`src/rtl/core/kmc_pkg.sv`:
```
// shared types, constants and the note key table of the keyboard to midi controller
package kmc_pkg;

   localparam int NUM_CHANNELS  = 16;
   localparam int CH_W          = $clog2(NUM_CHANNELS);
   localparam int NUM_NOTE_KEYS = 26;
   localparam int KEY_IDX_W     = $clog2(NUM_NOTE_KEYS);
   localparam int MAX_RESULTS   = 28;
   localparam int MSG_IDX_W     = $clog2(MAX_RESULTS + 1);
   localparam int DIV_STEPS     = 24;
   localparam int DIV_CNT_W     = $clog2(DIV_STEPS + 1);

   localparam logic [7:0] KEY_TAB      = 8'h2B;
   localparam logic [7:0] KEY_MINUS    = 8'h2D;
   localparam logic [7:0] KEY_EQUALS   = 8'h2E;
   localparam logic [7:0] KEY_LBRACKET = 8'h2F;
   localparam logic [7:0] KEY_RBRACKET = 8'h30;
   localparam logic [7:0] KEY_LSHIFT   = 8'hE1;
   localparam logic [7:0] KEY_RSHIFT   = 8'hE5;

   localparam logic [7:0] ST_ON   = 8'h90;
   localparam logic [7:0] ST_OFF  = 8'h80;
   localparam logic [7:0] ST_PROG = 8'hC0;
   localparam logic [7:0] ST_DRUM = 8'h99;

   localparam logic [6:0] FIRST_NOTE  = 7'd36;
   localparam logic [6:0] HIT_NOTE    = 7'd76;
   localparam logic [6:0] HIT_VEL     = 7'd100;
   localparam logic [8:0] TEMPO_MIN   = 9'd20;
   localparam logic [8:0] TEMPO_MAX   = 9'd300;
   localparam logic [8:0] TEMPO_RESET = 9'd120;

   localparam logic [1:0] TMR_PROG  = 2'd0;
   localparam logic [1:0] TMR_CHAN  = 2'd1;
   localparam logic [1:0] TMR_TEMPO = 2'd2;

   localparam logic [1:0] CSR_DELAY    = 2'd0;
   localparam logic [1:0] CSR_INTERVAL = 2'd1;
   localparam logic [1:0] CSR_TPM      = 2'd2;
   localparam logic [1:0] CSR_VELOCITY = 2'd3;

   localparam logic [7:0] KEY_TABLE [NUM_NOTE_KEYS] = '{
      8'h1D, 8'h1B, 8'h06, 8'h19, 8'h05, 8'h11, 8'h10,
      8'h04, 8'h16, 8'h07, 8'h09, 8'h0A, 8'h0B, 8'h0D, 8'h0E, 8'h0F,
      8'h14, 8'h1A, 8'h08, 8'h15, 8'h17, 8'h1C, 8'h18, 8'h0C, 8'h12, 8'h13
   };

   typedef enum logic [1:0] {
      DIR_IDLE = 2'd0,
      DIR_UP   = 2'd1,
      DIR_DOWN = 2'd2
   } dir_type;

   typedef enum logic [2:0] {
      S_IDLE,
      S_KEY,
      S_TICK,
      S_SCAN,
      S_MET,
      S_DIV,
      S_OUT
   } state_type;

   typedef struct packed {
      logic load_in;
      logic key_exec;
      logic tmr_exec;
      logic scan_step;
      logic met_exec;
      logic div_step;
      logic div_load;
      logic out_pop;
   } kmc_cmd_type;

   typedef struct packed {
      logic is_tick;
      logic key_scan;
      logic key_div;
      logic tmr_scan;
      logic tmr_last;
      logic scan_last;
      logic met_div;
      logic div_done;
      logic out_more;
      logic out_free;
      logic out_last;
   } kmc_status_type;

   typedef struct packed {
      logic [7:0] status;
      logic [6:0] data1;
      logic [6:0] data2;
   } msg_type;

   typedef struct packed {
      logic                 hit;
      logic [KEY_IDX_W-1:0] idx;
   } note_hit_type;

   function automatic note_hit_type note_lookup(input logic [7:0] key);
      note_hit_type r;
      r.hit = 1'b0;
      r.idx = '0;
      for (int i = 0; i < NUM_NOTE_KEYS; i++) begin
         if (KEY_TABLE[i] == key) begin
            r.hit = 1'b1;
            r.idx = KEY_IDX_W'(i);
         end
      end
      return r;
   endfunction

endpackage

```
`src/rtl/core/kmc_ctrl.sv`:
```
// sequencer: walks an item through key, timer, scan, metronome, divide and output phases
module kmc_ctrl import kmc_pkg::*; (
   input  logic           clock,
   input  logic           reset,
   input  logic           req_valid,
   output logic           req_ready,
   input  kmc_status_type status,
   output kmc_cmd_type    cmd
);

   state_type state_ff, state_in;

   always_ff @(posedge clock) begin
      if (reset) begin
         state_ff <= S_IDLE;
      end else begin
         state_ff <= state_in;
      end
   end

   always_comb begin
      state_in = state_ff;
      case (state_ff)
         S_IDLE: begin
            if (req_valid) state_in = S_KEY;
         end
         S_KEY: begin
            if (status.is_tick) state_in = S_TICK;
            else if (status.key_scan) state_in = S_SCAN;
            else if (status.key_div) state_in = S_DIV;
            else state_in = S_OUT;
         end
         S_TICK: begin
            if (status.tmr_scan) state_in = S_SCAN;
            else if (status.tmr_last) state_in = S_MET;
         end
         S_SCAN: begin
            if (status.scan_last) state_in = status.is_tick ? S_TICK : S_OUT;
         end
         S_MET: begin
            state_in = status.met_div ? S_DIV : S_OUT;
         end
         S_DIV: begin
            if (status.div_done) state_in = S_OUT;
         end
         S_OUT: begin
            if (!status.out_more) state_in = S_IDLE;
            else if (status.out_free && status.out_last) state_in = S_IDLE;
         end
         default: state_in = S_IDLE;
      endcase
   end

   always_comb begin
      cmd       = '0;
      req_ready = 1'b0;
      case (state_ff)
         S_IDLE: begin
            req_ready   = 1'b1;
            cmd.load_in = req_valid;
         end
         S_KEY:  cmd.key_exec  = !status.is_tick;
         S_TICK: cmd.tmr_exec  = 1'b1;
         S_SCAN: cmd.scan_step = 1'b1;
         S_MET:  cmd.met_exec  = 1'b1;
         S_DIV: begin
            cmd.div_step = !status.div_done;
            cmd.div_load = status.div_done;
         end
         S_OUT:  cmd.out_pop = status.out_more && status.out_free;
         default: cmd = '0;
      endcase
   end

endmodule

```
`src/rtl/core/kmc_datapath.sv`:
```
// controller state, timers, held notes, tempo divider, message buffer and result register
module kmc_datapath import kmc_pkg::*; (
   input  logic           clock,
   input  logic           reset,
   input  logic           req_command,
   input  logic [7:0]     req_keycode,
   input  logic           req_pressed,
   input  logic           csr_valid,
   output logic           csr_ready,
   input  logic [1:0]     csr_index,
   input  logic [23:0]    csr_wdata,
   input  logic           rsp_ready,
   output logic           rsp_valid,
   output logic [7:0]     rsp_midi_status,
   output logic [6:0]     rsp_midi_data1,
   output logic [6:0]     rsp_midi_data2,
   output logic           rsp_last_message,
   output logic [CH_W-1:0] rsp_channel_now,
   output logic [6:0]     rsp_program_now,
   output logic [8:0]     rsp_tempo_now,
   output logic           rsp_metronome_active,
   input  kmc_cmd_type    cmd,
   output kmc_status_type status
);

   logic                 tick_ff, tick_in;
   logic [7:0]           key_ff, key_in;
   logic                 prs_ff, prs_in;
   logic [15:0]          delay_ff, delay_in;
   logic [15:0]          interval_ff, interval_in;
   logic [23:0]          tpm_ff, tpm_in;
   logic [6:0]           vel_ff, vel_in;
   logic                 held_vld_ff [NUM_NOTE_KEYS];
   logic                 held_vld_in [NUM_NOTE_KEYS];
   logic [CH_W-1:0]      held_ch_ff [NUM_NOTE_KEYS];
   logic [CH_W-1:0]      held_ch_in [NUM_NOTE_KEYS];
   logic [6:0]           prog_ff [NUM_CHANNELS];
   logic [6:0]           prog_in [NUM_CHANNELS];
   logic [CH_W-1:0]      chan_ff, chan_in;
   logic [8:0]           tempo_ff, tempo_in;
   logic                 met_on_ff, met_on_in;
   logic [23:0]          met_cnt_ff, met_cnt_in;
   logic                 shift_ff, shift_in;
   dir_type              rdir_ff [3];
   dir_type              rdir_in [3];
   logic [15:0]          rcnt_ff [3];
   logic [15:0]          rcnt_in [3];
   logic [1:0]           tmr_idx_ff, tmr_idx_in;
   logic [KEY_IDX_W-1:0] scan_idx_ff, scan_idx_in;
   dir_type              scan_dir_ff, scan_dir_in;
   logic [23:0]          quo_ff, quo_in;
   logic [8:0]           rem_ff, rem_in;
   logic [DIV_CNT_W-1:0] div_cnt_ff, div_cnt_in;
   msg_type              msg_ff [MAX_RESULTS];
   msg_type              msg_in [MAX_RESULTS];
   logic [MSG_IDX_W-1:0] msg_n_ff, msg_n_in;
   logic [MSG_IDX_W-1:0] rd_ff, rd_in;
   logic                 rsp_valid_ff, rsp_valid_in;
   msg_type              rsp_msg_ff, rsp_msg_in;
   logic                 rsp_last_ff, rsp_last_in;
   logic [CH_W-1:0]      rsp_ch_ff, rsp_ch_in;
   logic [6:0]           rsp_prog_ff, rsp_prog_in;
   logic [8:0]           rsp_tempo_ff, rsp_tempo_in;
   logic                 rsp_met_ff, rsp_met_in;

   note_hit_type         nl;
   logic                 key_timer, key_is_brk;
   logic [1:0]           key_which;
   dir_type              key_dir;
   dir_type              t_dir;
   logic                 t_fire;
   logic                 step_en;
   logic [1:0]           step_which;
   dir_type              step_dir;
   logic [KEY_IDX_W-1:0] held_addr;
   logic                 held_rd_vld;
   logic [CH_W-1:0]      held_rd_ch;
   logic                 emit_en;
   msg_type              emit_msg;
   logic                 div_start;
   logic [9:0]           trial;
   logic                 trial_ge;
   logic [6:0]           prog_next;
   logic [8:0]           tempo_next;
   logic [CH_W-1:0]      chan_next;
   logic [MSG_IDX_W-1:0] rd_last;

   // key decode
   always_comb begin
      nl         = note_lookup(key_ff);
      key_is_brk = (key_ff == KEY_LBRACKET) || (key_ff == KEY_RBRACKET);
      key_timer  = key_is_brk || (key_ff == KEY_MINUS) || (key_ff == KEY_EQUALS);
      key_which  = key_is_brk ? TMR_PROG : (shift_ff ? TMR_CHAN : TMR_TEMPO);
      key_dir    = ((key_ff == KEY_EQUALS) || (key_ff == KEY_RBRACKET)) ? DIR_UP : DIR_DOWN;
      t_dir      = rdir_ff[tmr_idx_ff];
      t_fire     = ((t_dir == DIR_UP) || (t_dir == DIR_DOWN)) && (rcnt_ff[tmr_idx_ff] <= 16'd1);
      held_addr  = cmd.scan_step ? scan_idx_ff : nl.idx;
      held_rd_vld = held_vld_ff[held_addr];
      held_rd_ch  = held_ch_ff[held_addr];
      rd_last    = msg_n_ff - MSG_IDX_W'(1);
   end

   // one repeat step, from a key press or a firing timer
   always_comb begin
      step_en    = 1'b0;
      step_which = TMR_PROG;
      step_dir   = DIR_UP;
      if (cmd.key_exec && key_timer && prs_ff) begin
         step_en    = 1'b1;
         step_which = key_which;
         step_dir   = key_dir;
      end else if (cmd.tmr_exec && t_fire) begin
         step_en    = 1'b1;
         step_which = tmr_idx_ff;
         step_dir   = t_dir;
      end
      prog_next = prog_ff[chan_ff] + ((step_dir == DIR_UP) ? 7'd1 : 7'd127);
      if (step_dir == DIR_UP) tempo_next = (tempo_ff >= TEMPO_MAX) ? TEMPO_MAX : tempo_ff + 9'd1;
      else tempo_next = (tempo_ff <= TEMPO_MIN) ? TEMPO_MIN : tempo_ff - 9'd1;
      if (scan_dir_ff == DIR_UP) begin
         chan_next = (chan_ff == CH_W'(NUM_CHANNELS - 1)) ? '0 : chan_ff + CH_W'(1);
      end else begin
         chan_next = (chan_ff == '0) ? CH_W'(NUM_CHANNELS - 1) : chan_ff - CH_W'(1);
      end
      trial    = {1'b0, rem_ff} << 1 | {9'd0, quo_ff[23]};
      trial_ge = trial >= {1'b0, tempo_ff};
   end

   always_comb begin
      tick_in     = tick_ff;
      key_in      = key_ff;
      prs_in      = prs_ff;
      delay_in    = delay_ff;
      interval_in = interval_ff;
      tpm_in      = tpm_ff;
      vel_in      = vel_ff;
      held_vld_in = held_vld_ff;
      held_ch_in  = held_ch_ff;
      prog_in     = prog_ff;
      chan_in     = chan_ff;
      tempo_in    = tempo_ff;
      met_on_in   = met_on_ff;
      met_cnt_in  = met_cnt_ff;
      shift_in    = shift_ff;
      rdir_in     = rdir_ff;
      rcnt_in     = rcnt_ff;
      tmr_idx_in  = tmr_idx_ff;
      scan_idx_in = scan_idx_ff;
      scan_dir_in = scan_dir_ff;
      quo_in      = quo_ff;
      rem_in      = rem_ff;
      div_cnt_in  = div_cnt_ff;
      msg_in      = msg_ff;
      msg_n_in    = msg_n_ff;
      rd_in       = rd_ff;
      rsp_msg_in  = rsp_msg_ff;
      rsp_last_in = rsp_last_ff;
      rsp_ch_in   = rsp_ch_ff;
      rsp_prog_in = rsp_prog_ff;
      rsp_tempo_in = rsp_tempo_ff;
      rsp_met_in  = rsp_met_ff;
      emit_en     = 1'b0;
      emit_msg    = '0;
      div_start   = 1'b0;

      if (csr_valid) begin
         case (csr_index)
            CSR_DELAY:    delay_in    = csr_wdata[15:0];
            CSR_INTERVAL: interval_in = csr_wdata[15:0];
            CSR_TPM:      tpm_in      = csr_wdata;
            CSR_VELOCITY: vel_in      = csr_wdata[6:0];
            default:      delay_in    = delay_ff;
         endcase
      end

      if (cmd.load_in) begin
         tick_in    = req_command;
         key_in     = req_keycode;
         prs_in     = req_pressed;
         tmr_idx_in = TMR_PROG;
         msg_n_in   = '0;
         rd_in      = '0;
      end

      if (cmd.key_exec) begin
         if (key_ff == KEY_TAB) begin
            if (prs_ff) begin
               met_on_in = !met_on_ff;
               if (!met_on_ff) begin
                  emit_en   = 1'b1;
                  emit_msg  = '{ST_DRUM, HIT_NOTE, HIT_VEL};
                  div_start = 1'b1;
               end else begin
                  met_cnt_in = '0;
               end
            end
         end else if ((key_ff == KEY_LSHIFT) || (key_ff == KEY_RSHIFT)) begin
            shift_in = prs_ff;
         end else if (key_timer) begin
            if (prs_ff) begin
               rdir_in[key_which] = key_dir;
               rcnt_in[key_which] = delay_ff;
            end else begin
               rdir_in[key_which] = DIR_IDLE;
               rcnt_in[key_which] = '0;
            end
         end else if (nl.hit) begin
            if (prs_ff) begin
               emit_en   = 1'b1;
               emit_msg  = '{ST_ON | {4'd0, chan_ff}, FIRST_NOTE + 7'(nl.idx), vel_ff};
               held_vld_in[nl.idx] = 1'b1;
               held_ch_in[nl.idx]  = chan_ff;
            end else if (held_rd_vld) begin
               emit_en   = 1'b1;
               emit_msg  = '{ST_OFF | {4'd0, held_rd_ch}, FIRST_NOTE + 7'(nl.idx), 7'd0};
               held_vld_in[nl.idx] = 1'b0;
            end
         end
      end

      if (cmd.tmr_exec) begin
         // the index stops on the tempo slot so it never points past the timers
         if (tmr_idx_ff != TMR_TEMPO) tmr_idx_in = tmr_idx_ff + 2'd1;
         if ((t_dir == DIR_UP) || (t_dir == DIR_DOWN)) begin
            rcnt_in[tmr_idx_ff] = t_fire ? interval_ff : rcnt_ff[tmr_idx_ff] - 16'd1;
         end
      end

      if (step_en) begin
         case (step_which)
            TMR_PROG: begin
               prog_in[chan_ff] = prog_next;
               emit_en  = 1'b1;
               emit_msg = '{ST_PROG | {4'd0, chan_ff}, prog_next, 7'd0};
            end
            TMR_CHAN: begin
               scan_idx_in = '0;
               scan_dir_in = step_dir;
            end
            TMR_TEMPO: tempo_in = tempo_next;
            default:   tempo_in = tempo_ff;
         endcase
      end

      // note-off for every held key, then the channel moves
      if (cmd.scan_step) begin
         if (held_rd_vld) begin
            emit_en  = 1'b1;
            emit_msg = '{ST_OFF | {4'd0, held_rd_ch}, FIRST_NOTE + 7'(scan_idx_ff), 7'd0};
            held_vld_in[scan_idx_ff] = 1'b0;
         end
         scan_idx_in = scan_idx_ff + KEY_IDX_W'(1);
         if (scan_idx_ff == KEY_IDX_W'(NUM_NOTE_KEYS - 1)) chan_in = chan_next;
      end

      if (cmd.met_exec && met_on_ff) begin
         if (met_cnt_ff <= 24'd1) begin
            emit_en   = 1'b1;
            emit_msg  = '{ST_DRUM, HIT_NOTE, HIT_VEL};
            div_start = 1'b1;
         end else begin
            met_cnt_in = met_cnt_ff - 24'd1;
         end
      end

      // restoring divide ticks_per_minute / tempo, one quotient bit per cycle
      if (div_start) begin
         quo_in     = tpm_ff;
         rem_in     = '0;
         div_cnt_in = DIV_CNT_W'(DIV_STEPS);
      end
      if (cmd.div_step) begin
         rem_in     = trial_ge ? 9'(trial - {1'b0, tempo_ff}) : trial[8:0];
         quo_in     = {quo_ff[22:0], trial_ge};
         div_cnt_in = div_cnt_ff - DIV_CNT_W'(1);
      end
      if (cmd.div_load) begin
         met_cnt_in = (quo_ff == '0) ? 24'd1 : quo_ff;
      end

      if (emit_en && (msg_n_ff < MSG_IDX_W'(MAX_RESULTS))) begin
         msg_in[msg_n_ff] = emit_msg;
         msg_n_in = msg_n_ff + MSG_IDX_W'(1);
      end

      if (cmd.out_pop) begin
         rsp_msg_in   = msg_ff[rd_ff];
         rsp_last_in  = (rd_ff == rd_last);
         rsp_ch_in    = chan_ff;
         rsp_prog_in  = prog_ff[chan_ff];
         rsp_tempo_in = tempo_ff;
         rsp_met_in   = met_on_ff;
         rd_in        = rd_ff + MSG_IDX_W'(1);
      end
      rsp_valid_in = cmd.out_pop ? 1'b1 : (rsp_ready ? 1'b0 : rsp_valid_ff);
   end

   always_ff @(posedge clock) begin
      if (reset) begin
         delay_ff     <= 16'd300;
         interval_ff  <= 16'd100;
         tpm_ff       <= 24'd60000;
         vel_ff       <= 7'd100;
         for (int i = 0; i < NUM_NOTE_KEYS; i++) held_vld_ff[i] <= 1'b0;
         for (int i = 0; i < NUM_CHANNELS; i++) prog_ff[i] <= '0;
         chan_ff      <= '0;
         tempo_ff     <= TEMPO_RESET;
         met_on_ff    <= 1'b0;
         met_cnt_ff   <= '0;
         shift_ff     <= 1'b0;
         for (int i = 0; i < 3; i++) begin
            rdir_ff[i] <= DIR_IDLE;
            rcnt_ff[i] <= '0;
         end
         tmr_idx_ff   <= TMR_PROG;
         scan_idx_ff  <= '0;
         scan_dir_ff  <= DIR_IDLE;
         div_cnt_ff   <= '0;
         msg_n_ff     <= '0;
         rd_ff        <= '0;
         rsp_valid_ff <= 1'b0;
      end else begin
         delay_ff     <= delay_in;
         interval_ff  <= interval_in;
         tpm_ff       <= tpm_in;
         vel_ff       <= vel_in;
         held_vld_ff  <= held_vld_in;
         prog_ff      <= prog_in;
         chan_ff      <= chan_in;
         tempo_ff     <= tempo_in;
         met_on_ff    <= met_on_in;
         met_cnt_ff   <= met_cnt_in;
         shift_ff     <= shift_in;
         rdir_ff      <= rdir_in;
         rcnt_ff      <= rcnt_in;
         tmr_idx_ff   <= tmr_idx_in;
         scan_idx_ff  <= scan_idx_in;
         scan_dir_ff  <= scan_dir_in;
         div_cnt_ff   <= div_cnt_in;
         msg_n_ff     <= msg_n_in;
         rd_ff        <= rd_in;
         rsp_valid_ff <= rsp_valid_in;
      end
   end

   always_ff @(posedge clock) begin
      tick_ff      <= tick_in;
      key_ff       <= key_in;
      prs_ff       <= prs_in;
      held_ch_ff   <= held_ch_in;
      quo_ff       <= quo_in;
      rem_ff       <= rem_in;
      msg_ff       <= msg_in;
      rsp_msg_ff   <= rsp_msg_in;
      rsp_last_ff  <= rsp_last_in;
      rsp_ch_ff    <= rsp_ch_in;
      rsp_prog_ff  <= rsp_prog_in;
      rsp_tempo_ff <= rsp_tempo_in;
      rsp_met_ff   <= rsp_met_in;
   end

   always_comb begin
      status.is_tick   = tick_ff;
      status.key_scan  = !tick_ff && key_timer && prs_ff && (key_which == TMR_CHAN);
      status.key_div   = !tick_ff && (key_ff == KEY_TAB) && prs_ff && !met_on_ff;
      status.tmr_scan  = t_fire && (tmr_idx_ff == TMR_CHAN);
      status.tmr_last  = (tmr_idx_ff == TMR_TEMPO);
      status.scan_last = (scan_idx_ff == KEY_IDX_W'(NUM_NOTE_KEYS - 1));
      status.met_div   = met_on_ff && (met_cnt_ff <= 24'd1);
      status.div_done  = (div_cnt_ff == '0);
      status.out_more  = (rd_ff != msg_n_ff);
      status.out_free  = !rsp_valid_ff || rsp_ready;
      status.out_last  = (rd_ff == rd_last);
   end

   assign csr_ready            = 1'b1;
   assign rsp_valid            = rsp_valid_ff;
   assign rsp_midi_status      = rsp_msg_ff.status;
   assign rsp_midi_data1       = rsp_msg_ff.data1;
   assign rsp_midi_data2       = rsp_msg_ff.data2;
   assign rsp_last_message     = rsp_last_ff;
   assign rsp_channel_now      = rsp_ch_ff;
   assign rsp_program_now      = rsp_prog_ff;
   assign rsp_tempo_now        = rsp_tempo_ff;
   assign rsp_metronome_active = rsp_met_ff;

endmodule

```
`src/rtl/core/keyboard_to_midi_controller_top.sv`:
```
// top level: key events and ticks in, midi messages out
// one item at a time: a key event passes the key phase, then the held-note walk over all
// 26 note keys on a channel step or the tempo divide when the metronome starts, then output
// a tick passes the key phase and the three repeat timers in turn, with the walk when the
// channel timer fires, then the metronome check and, on a hit, the tempo divide, then output
// stalls hold the output; synchronous active-high reset sets control state to its defaults
module keyboard_to_midi_controller_top import kmc_pkg::*; (
   input  logic            clock,
   input  logic            reset,
   input  logic            req_valid,
   output logic            req_ready,
   input  logic            req_command,
   input  logic [7:0]      req_keycode,
   input  logic            req_pressed,
   input  logic            csr_valid,
   output logic            csr_ready,
   input  logic [1:0]      csr_index,
   input  logic [23:0]     csr_wdata,
   output logic            rsp_valid,
   input  logic            rsp_ready,
   output logic [7:0]      rsp_midi_status,
   output logic [6:0]      rsp_midi_data1,
   output logic [6:0]      rsp_midi_data2,
   output logic            rsp_last_message,
   output logic [CH_W-1:0] rsp_channel_now,
   output logic [6:0]      rsp_program_now,
   output logic [8:0]      rsp_tempo_now,
   output logic            rsp_metronome_active
);

   kmc_cmd_type    cmd;
   kmc_status_type status;

   kmc_ctrl u_ctrl (
      .clock     (clock),
      .reset     (reset),
      .req_valid (req_valid),
      .req_ready (req_ready),
      .status    (status),
      .cmd       (cmd)
   );

   kmc_datapath u_datapath (
      .clock                (clock),
      .reset                (reset),
      .req_command          (req_command),
      .req_keycode          (req_keycode),
      .req_pressed          (req_pressed),
      .csr_valid            (csr_valid),
      .csr_ready            (csr_ready),
      .csr_index            (csr_index),
      .csr_wdata            (csr_wdata),
      .rsp_ready            (rsp_ready),
      .rsp_valid            (rsp_valid),
      .rsp_midi_status      (rsp_midi_status),
      .rsp_midi_data1       (rsp_midi_data1),
      .rsp_midi_data2       (rsp_midi_data2),
      .rsp_last_message     (rsp_last_message),
      .rsp_channel_now      (rsp_channel_now),
      .rsp_program_now      (rsp_program_now),
      .rsp_tempo_now        (rsp_tempo_now),
      .rsp_metronome_active (rsp_metronome_active),
      .cmd                  (cmd),
      .status               (status)
   );

   // an accepted item blocks the input until its messages are out
   a_busy_after_accept: assert property (@(posedge clock) disable iff (reset)
      (req_valid && req_ready) |=> !req_ready)
      else $error("input taken twice in a row");

   // messages of one item follow each other without a gap
   a_burst_gapless: assert property (@(posedge clock) disable iff (reset)
      (rsp_valid && rsp_ready && !rsp_last_message) |=> rsp_valid)
      else $error("gap inside a message burst");

   a_tempo_range: assert property (@(posedge clock) disable iff (reset)
      rsp_valid |-> (rsp_tempo_now >= TEMPO_MIN && rsp_tempo_now <= TEMPO_MAX))
      else $error("tempo out of range");

   // the sequencer issues at most one command per cycle
   a_single_cmd: assert property (@(posedge clock) disable iff (reset)
      $onehot0({cmd.load_in, cmd.key_exec, cmd.tmr_exec, cmd.scan_step,
                cmd.met_exec, cmd.div_step, cmd.div_load, cmd.out_pop}))
      else $error("more than one sequencer command");

endmodule
```
`config.mk`:
```
export PLATFORM = sky130hd
export DESIGN_NAME = keyboard_to_midi_controller_top
export DESIGN_NICKNAME = d
export VERILOG_FILES = /design/src/rtl/core/kmc_pkg.sv /design/src/rtl/core/kmc_ctrl.sv /design/src/rtl/core/kmc_datapath.sv /design/src/rtl/core/keyboard_to_midi_controller_top.sv
export SDC_FILE = /design/constraint.sdc
export NUM_CORES = 2
export LEC_CHECK = 0
export ABC_AREA = 1
export BUFFER_PORTS_ARGS = -buffer_cell sky130_fd_sc_hd__buf_4
export CORE_MARGIN = 4
export CORE_UTILIZATION = 40
export CTS_CLUSTER_SIZE = 20
export DETAILED_ROUTE_END_ITERATION = 7
export GPL_TIMING_DRIVEN = 0
export HOLD_SLACK_MARGIN = 0.06
export PLACE_DENSITY = 0.52
export SLEW_MARGIN = 10
export SYNTH_ARGS = -nofsm -noshare
export SYNTH_HDL_FRONTEND = slang
export SYNTH_SLANG_ARGS = --single-unit
```
`constraint.sdc`:
```
create_clock -name clock -period 12 [get_ports clock]
set_clock_uncertainty 0.2 [all_clocks]
set_input_delay 1.2 -clock clock [delete_from_list [all_inputs] [get_ports clock]]
set_output_delay 1.2 -clock clock [all_outputs]
set_load 0.02 [all_outputs]
```
# After elaboration in Yosys (flattened, before gate mapping)
# Index checks and enable logic that the tools add are counted.
dict set report word_totals {
  output_inout_bits 47
  ff_bits 1129
}
dict set report classes {
  add_sub_neg 16
  bitwise 21
  magnitude_cmp 20
  mux 182
  eq_ne 61
  reduce_logical 59
}
# operator count
set ops {}
lappend ops {{$bwmux W616} 1}
lappend ops {{$mux W22} 18}
lappend ops {{$mux W48} 7}
lappend ops {{$mux W24} 10}
lappend ops {{$mux W26} 9}
lappend ops {{$mux W6} 27}
lappend ops {{$bwmux W112} 1}
lappend ops {{$eq A5 B8 Y1 const A} 14}
lappend ops {{$bmux W22 S5} 1}
lappend ops {{$demux W22 S5} 1}
lappend ops {{$bwmux W104} 1}
lappend ops {{$bwmux W48} 2}
lappend ops {{$mux W16} 5}
lappend ops {{$demux W16 S2} 2}
lappend ops {{$eq A4 B8 Y1 const A} 8}
lappend ops {{$mux W9} 6}
lappend ops {{$and A26 B26 Y26} 2}
lappend ops {{$not A26 Y26} 2}
lappend ops {{$and A48 B48 Y48} 1}
lappend ops {{$not A48 Y48} 1}
lappend ops {{$mux W5} 9}
lappend ops {{$eq A8 B6 Y1 const B} 5}
lappend ops {{$mux W1} 34}
lappend ops {{$bmux W16 S2} 1}
lappend ops {{74 further kinds} 191}

# Logic depth before layout (Yosys ltp)
dict set report depth {
  word_depth 47
  ltp_mapped 27
}

# By module
# From an unflattened synthesis, not the netlist that was laid out.
dict set report unflattened {
  cells_unflattened 4865
  hier_area_um2 48393.9
}
# mod instances area_per_inst_um2 cells_each seq_area_each_um2
set modules_own_cells {}
lappend modules_own_cells {kmc_datapath 1 47952.2 4793 29748.5}
lappend modules_own_cells {kmc_ctrl 1 441.7 72 60.1}

# Worst setup path after synthesis
# Ideal clock, no wire load.
dict set report synth_timing {
  kind {register to register}
  start {register u_datapath.chan_ff[0]}
  end {register u_datapath.msg_ff[101] (netlist name) (data pin)}
  t_arrival_ns 4.415
  synth_period_minus_slack_ns 4.978
  path_buffers 4
  stages_incl_launch_ff 18
  setup_slack_ns 7.022
  required_time_ns 11.437
  path_cell_list {dfxtp_1 > clkbuf_1 > inv_1 > clkbuf_1 > clkbuf_1 > clkbuf_1 > o21ai_0 > a21oi_1 > or4_1 > fa_1 > nand3_1 > nand2_1 > nand2_1 > nand2_1 > a21oi_1 > xor2_1 > xor2_1 > o2111ai_1}
}
# item line
set synth_lines {}
lappend synth_lines {{start: declaration} kmc_datapath.sv:39} ;# logic [CH_W-1:0] chan_ff, chan_in;
lappend synth_lines {{start signal: assignment} kmc_datapath.sv:329} ;# chan_ff <= chan_in;
lappend synth_lines {{end signal: assignment} kmc_datapath.sv:353} ;# msg_ff <= msg_in;
lappend synth_lines {{end: declaration} kmc_datapath.sv:54} ;# msg_type msg_ff [MAX_RESULTS];

==> impl_metrics.yaml <==
status:
  status: "completed"
floorplanning:
  core-area_um2: 120000
  ios: 88
  rows: 127
  initial_core_util_pct: 40.2
  die_area_um2: 126000
  die_h_um: 355
  die_w_um: 355
min_path:
  hp-start: "u_datapath.prog_ff[23]$_SDFFE_PP0P_"
  hold_path_depth: 2
  worstHoldEndpoint: "u_datapath.prog_ff[23]$_SDFFE_PP0P_"
  hold_class: "flip-flop to flip-flop"
sta:
  fmax_ghz: 0.138
  tightest_slew_ns: 1.27
  final_hold_viol_count: 0
  rsz0062_at_grt: "no"
  max-slew-margin-rel_pct: 15.5
  maxSlewViolCount: 0
  fin_setup_tns_ns: 0
  finalCritPeriodShare_pct: 60.2
  post-route-min-period_ns: 7.22
  setup_viol: 0
  layout_setup_ws_ns: 4.78
global_route:
  grt_pass1_wl_mm: 245
  antenna_found_initial: 3
  first_global_vias: 36800
  grt_max_degree: 37
  overflow: 0
  grt_usage_pct: 25.8
power:
  pwr-share-seq_pct: 49.1
  ir_worst_vdd_uv: 133
  p_comb_share_pct: 7.9
  p_leak_nw: 19.8
  power_density_nw_per_um2: 150
  netSwitchingFraction_pct: 24.9
  p_switching_w: 0.00208
  p_clk_share_pct: 43.0
  p_int_w: 0.00629
clock_network:
  cts_tree: "yes"
  clockBufferDepth: 3
  root_buffer: "clkbuf_16"
  numCtsBuffers: 118
  path_clk_slew_ns: 0.06
  htree_levels: 3
  cts_resized: 0
  post-cts-setup-buffer-count: 0
  clk_latency_ns: 0.73
  hold_buffers: 0
  cts.sinks: 1100
yosys:
  async_flop_share_pct: 0
  yosysTopAreaCell: "edfxtp_1"
  synth_nets: 4942
  synthCells: 4857
  synth_ff_type: "edfxtp_1"
  synth_area_leaders: "edfxtp_1, dfxtp_1, o21ai_0, nor2_1, nand2_1"
  yosysMostFrequentCell: "edfxtp_1"
  ys_seq_area_share_pct: 61.9
  syn_area_per_cell_um2: 9.92
  yosysTopAreaCellShare_pct: 48.5
  synth_area_um2: 48200
  ys_top_cells_by_count: "edfxtp_1, o21ai_0, nor2_1"
  synth_warnings: 0
  ys_types: 66
  ys_ff_latch: 1100
  synth_edf_count: 778
critical_path:
  cpMostUsedCell: "clkbuf_1"
  crit_type: "flip-flop to flip-flop"
  cp.arrival_ns: 7.43
  cp_data_required_time_ns: 12.21
  cp-end-kind: "flip-flop"
  crit_fanout: 30
  cp_slowest_stage_delay_ns: 1.08
  start_kind: "flip-flop"
  r2r-end: "u_datapath.msg_ff[317]$_DFFE_PP_"
  rr_startpoint: "u_datapath.chan_ff[0]$_SDFFE_PP0P_"
  cp_top_family: "buffers and inverters"
  crit_buf_inv: 7
  reg2regPathDepth: 17
  crit_chain: "clkbuf_1 -> clkbuf_1 -> clkbuf_1 -> clkbuf_1 -> buf_1 -> nor2_1 -> o22ai_1 -> nand2_1 -> nand4_1 -> ha_1 -> xor2_1 -> clkinv_1 -> o21ai_0 -> inv_1 -> nand2_1 -> nand2_1 -> nand2_2"
  r2r_setup_slack_ns: 4.78
  slowest_stage: "dfxtp_1"
cells_and_area:
  fin_nets: 5226
  area_delta_synth_final_pct: 15.8
  drive_above_1_share_pct: 9.65
drt:
  viasPerCell: 5.60
  post-route-drc-count: 0
  wl_per_cell_um: 24.2
  routed_wl_mm: 166
  num_vias: 38400
  firstDrtPassIters: 6
  ant_nets: 0
  drt_iter0_markers: 4094
run:
  drv_cap: 0
place:
  place_congestion: 0.941
  dpl_worst_slack_ns: 4.72
  hpwl_mm: 118
  io_buffers: 84
-- kinds of logic after synthesis --
kind of cell | count (synthesis) | share of synthesized area (%)
xor+xnor | 42 | 0.763
simple gates | 1723 | 15.4
buf+inv | 628 | 5.19
other cells | 2 | 0.0156
compound gates | 1318 | 15.6
fa+ha+maj | 44 | 1.17
flops | 1100 | 61.9
-- registers in the layout, summed over array words and instances, names as in the netlist, 16 cells and up --
| name | count |
|---|---|
| u_datapath.delay_ff | 16 |
| u_datapath.held_ch_ff | 104 |
| u_datapath.held_vld_ff | 26 |
| u_datapath.interval_ff | 16 |
| u_datapath.met_cnt_ff | 24 |
| u_datapath.msg_ff | 588 |
| u_datapath.prog_ff | 112 |
| u_datapath.quo_ff | 24 |
| u_datapath.rcnt_ff | 48 |
| u_datapath.tpm_ff | 24 |
-- routing by layer --
metal | track usage [%] | wire length, µm
met1 | 36.2 | 72900
met2 | 41.5 | 76500
met3 | 3.27 | 11200
met4 | 8.58 | 5450
met5 | 0 | 0
-- tightest hold or removal path, cell delays in order, from the launching register on --
cell	delay (ns)
dfxtp_1	0.31
inv_1	0.04
a21oi_1	0.05
-- layout by cell type (no fill, tap or decap), types with 7 or more instances in the layout --
cell type / count
a211oi_1: 45
a21oi_1: 281
a22oi_1: 12
a31oi_1: 14
a32o_1: 11
and2_1: 8
buf_1: 17
buf_2: 11
buf_4: 142
buf_6: 34
bufinv_16: 9
clkbuf_1: 262
clkbuf_16: 119
clkinv_1: 26
clkinv_2: 23
dfxtp_1: 321
edfxtp_1: 778
ha_1: 42
inv_1: 319
inv_2: 15
nand2_1: 606
nand2_2: 12
nand2_4: 7
nand3_1: 240
nand4_1: 48
nor2_1: 640
nor2_2: 15
nor2_4: 15
nor3_1: 63
nor3_2: 32
nor4_1: 15
o211ai_1: 42
o21ai_0: 676
o21ai_1: 13
o221ai_1: 75
o22ai_1: 102
or2_2: 7
xor2_1: 36
-- how the worst max path moves through the flow --
stage | from | to | slack [ns] | cells past startpoint
2_1_floorplan | u_datapath.chan_ff[0]$_SDFFE_PP0P_ | u_datapath.msg_ff[101]$_DFFE_PP_ | 7.02 | 17
3_3_place_gp | u_datapath.chan_ff[0]$_SDFFE_PP0P_ | u_datapath.msg_ff[272]$_DFFE_PP_ | 3.37 | 12
3_5_place_dp | u_datapath.chan_ff[0]$_SDFFE_PP0P_ | u_datapath.msg_ff[273]$_DFFE_PP_ | 4.72 | 17
4_1_cts | u_datapath.chan_ff[0]$_SDFFE_PP0P_ | u_datapath.msg_ff[537]$_DFFE_PP_ | 4.70 | 17
5_1_grt | u_datapath.chan_ff[0]$_SDFFE_PP0P_ | u_datapath.msg_ff[537]$_DFFE_PP_ | 4.39 | 17
6_report | u_datapath.chan_ff[0]$_SDFFE_PP0P_ | u_datapath.msg_ff[317]$_DFFE_PP_ | 4.78 | 17
-- layout make-up --
type	count	area [µm²]
Antenna cell	4	10.0
Multi-Input combinational cell	3129	16200
Timing Repair Buffer	164	1530
Tap cell	1612	2020
Clock inverter	62	592
Buffer	283	1190
Fill cell	11500	64000
Inverter	345	1310
Sequential cell	1100	29800
Clock buffer	158	3180
-- through the flow --
stage / area [µm²] / utilization (%) / total power, W / std cells / hold WS (ns)
after floorplan: 48200 / - / 0.00457 / 4857 / 0.206
after global placement: 50800 / 42.4 / 0.00483 / 6553 / 0.231
after detailed placement: 52000 / 43.4 / 0.00484 / 6633 / 0.235
after CTS: 55800 / 46.6 / 0.00841 / 6853 / 0.249
after global routing: 55800 / 46.6 / 0.00864 / 6853 / 0.272
final: 55800 / 46.6 / 0.00837 / 6857 / 0.244
-- power by group through the flow --
stage	clock network [W]	registers [W]	logic, W
6_report	0.00360	0.00411	0.000663
4_1_cts	0.00366	0.00411	0.000651
3_5_place_dp	0	0.00419	0.000649
5_1_grt	0.00382	0.00411	0.000714
3_3_place_gp	0	0.00419	0.000640
2_1_floorplan	0	0.00417	0.000401
(Power assumes the default switching activity.)
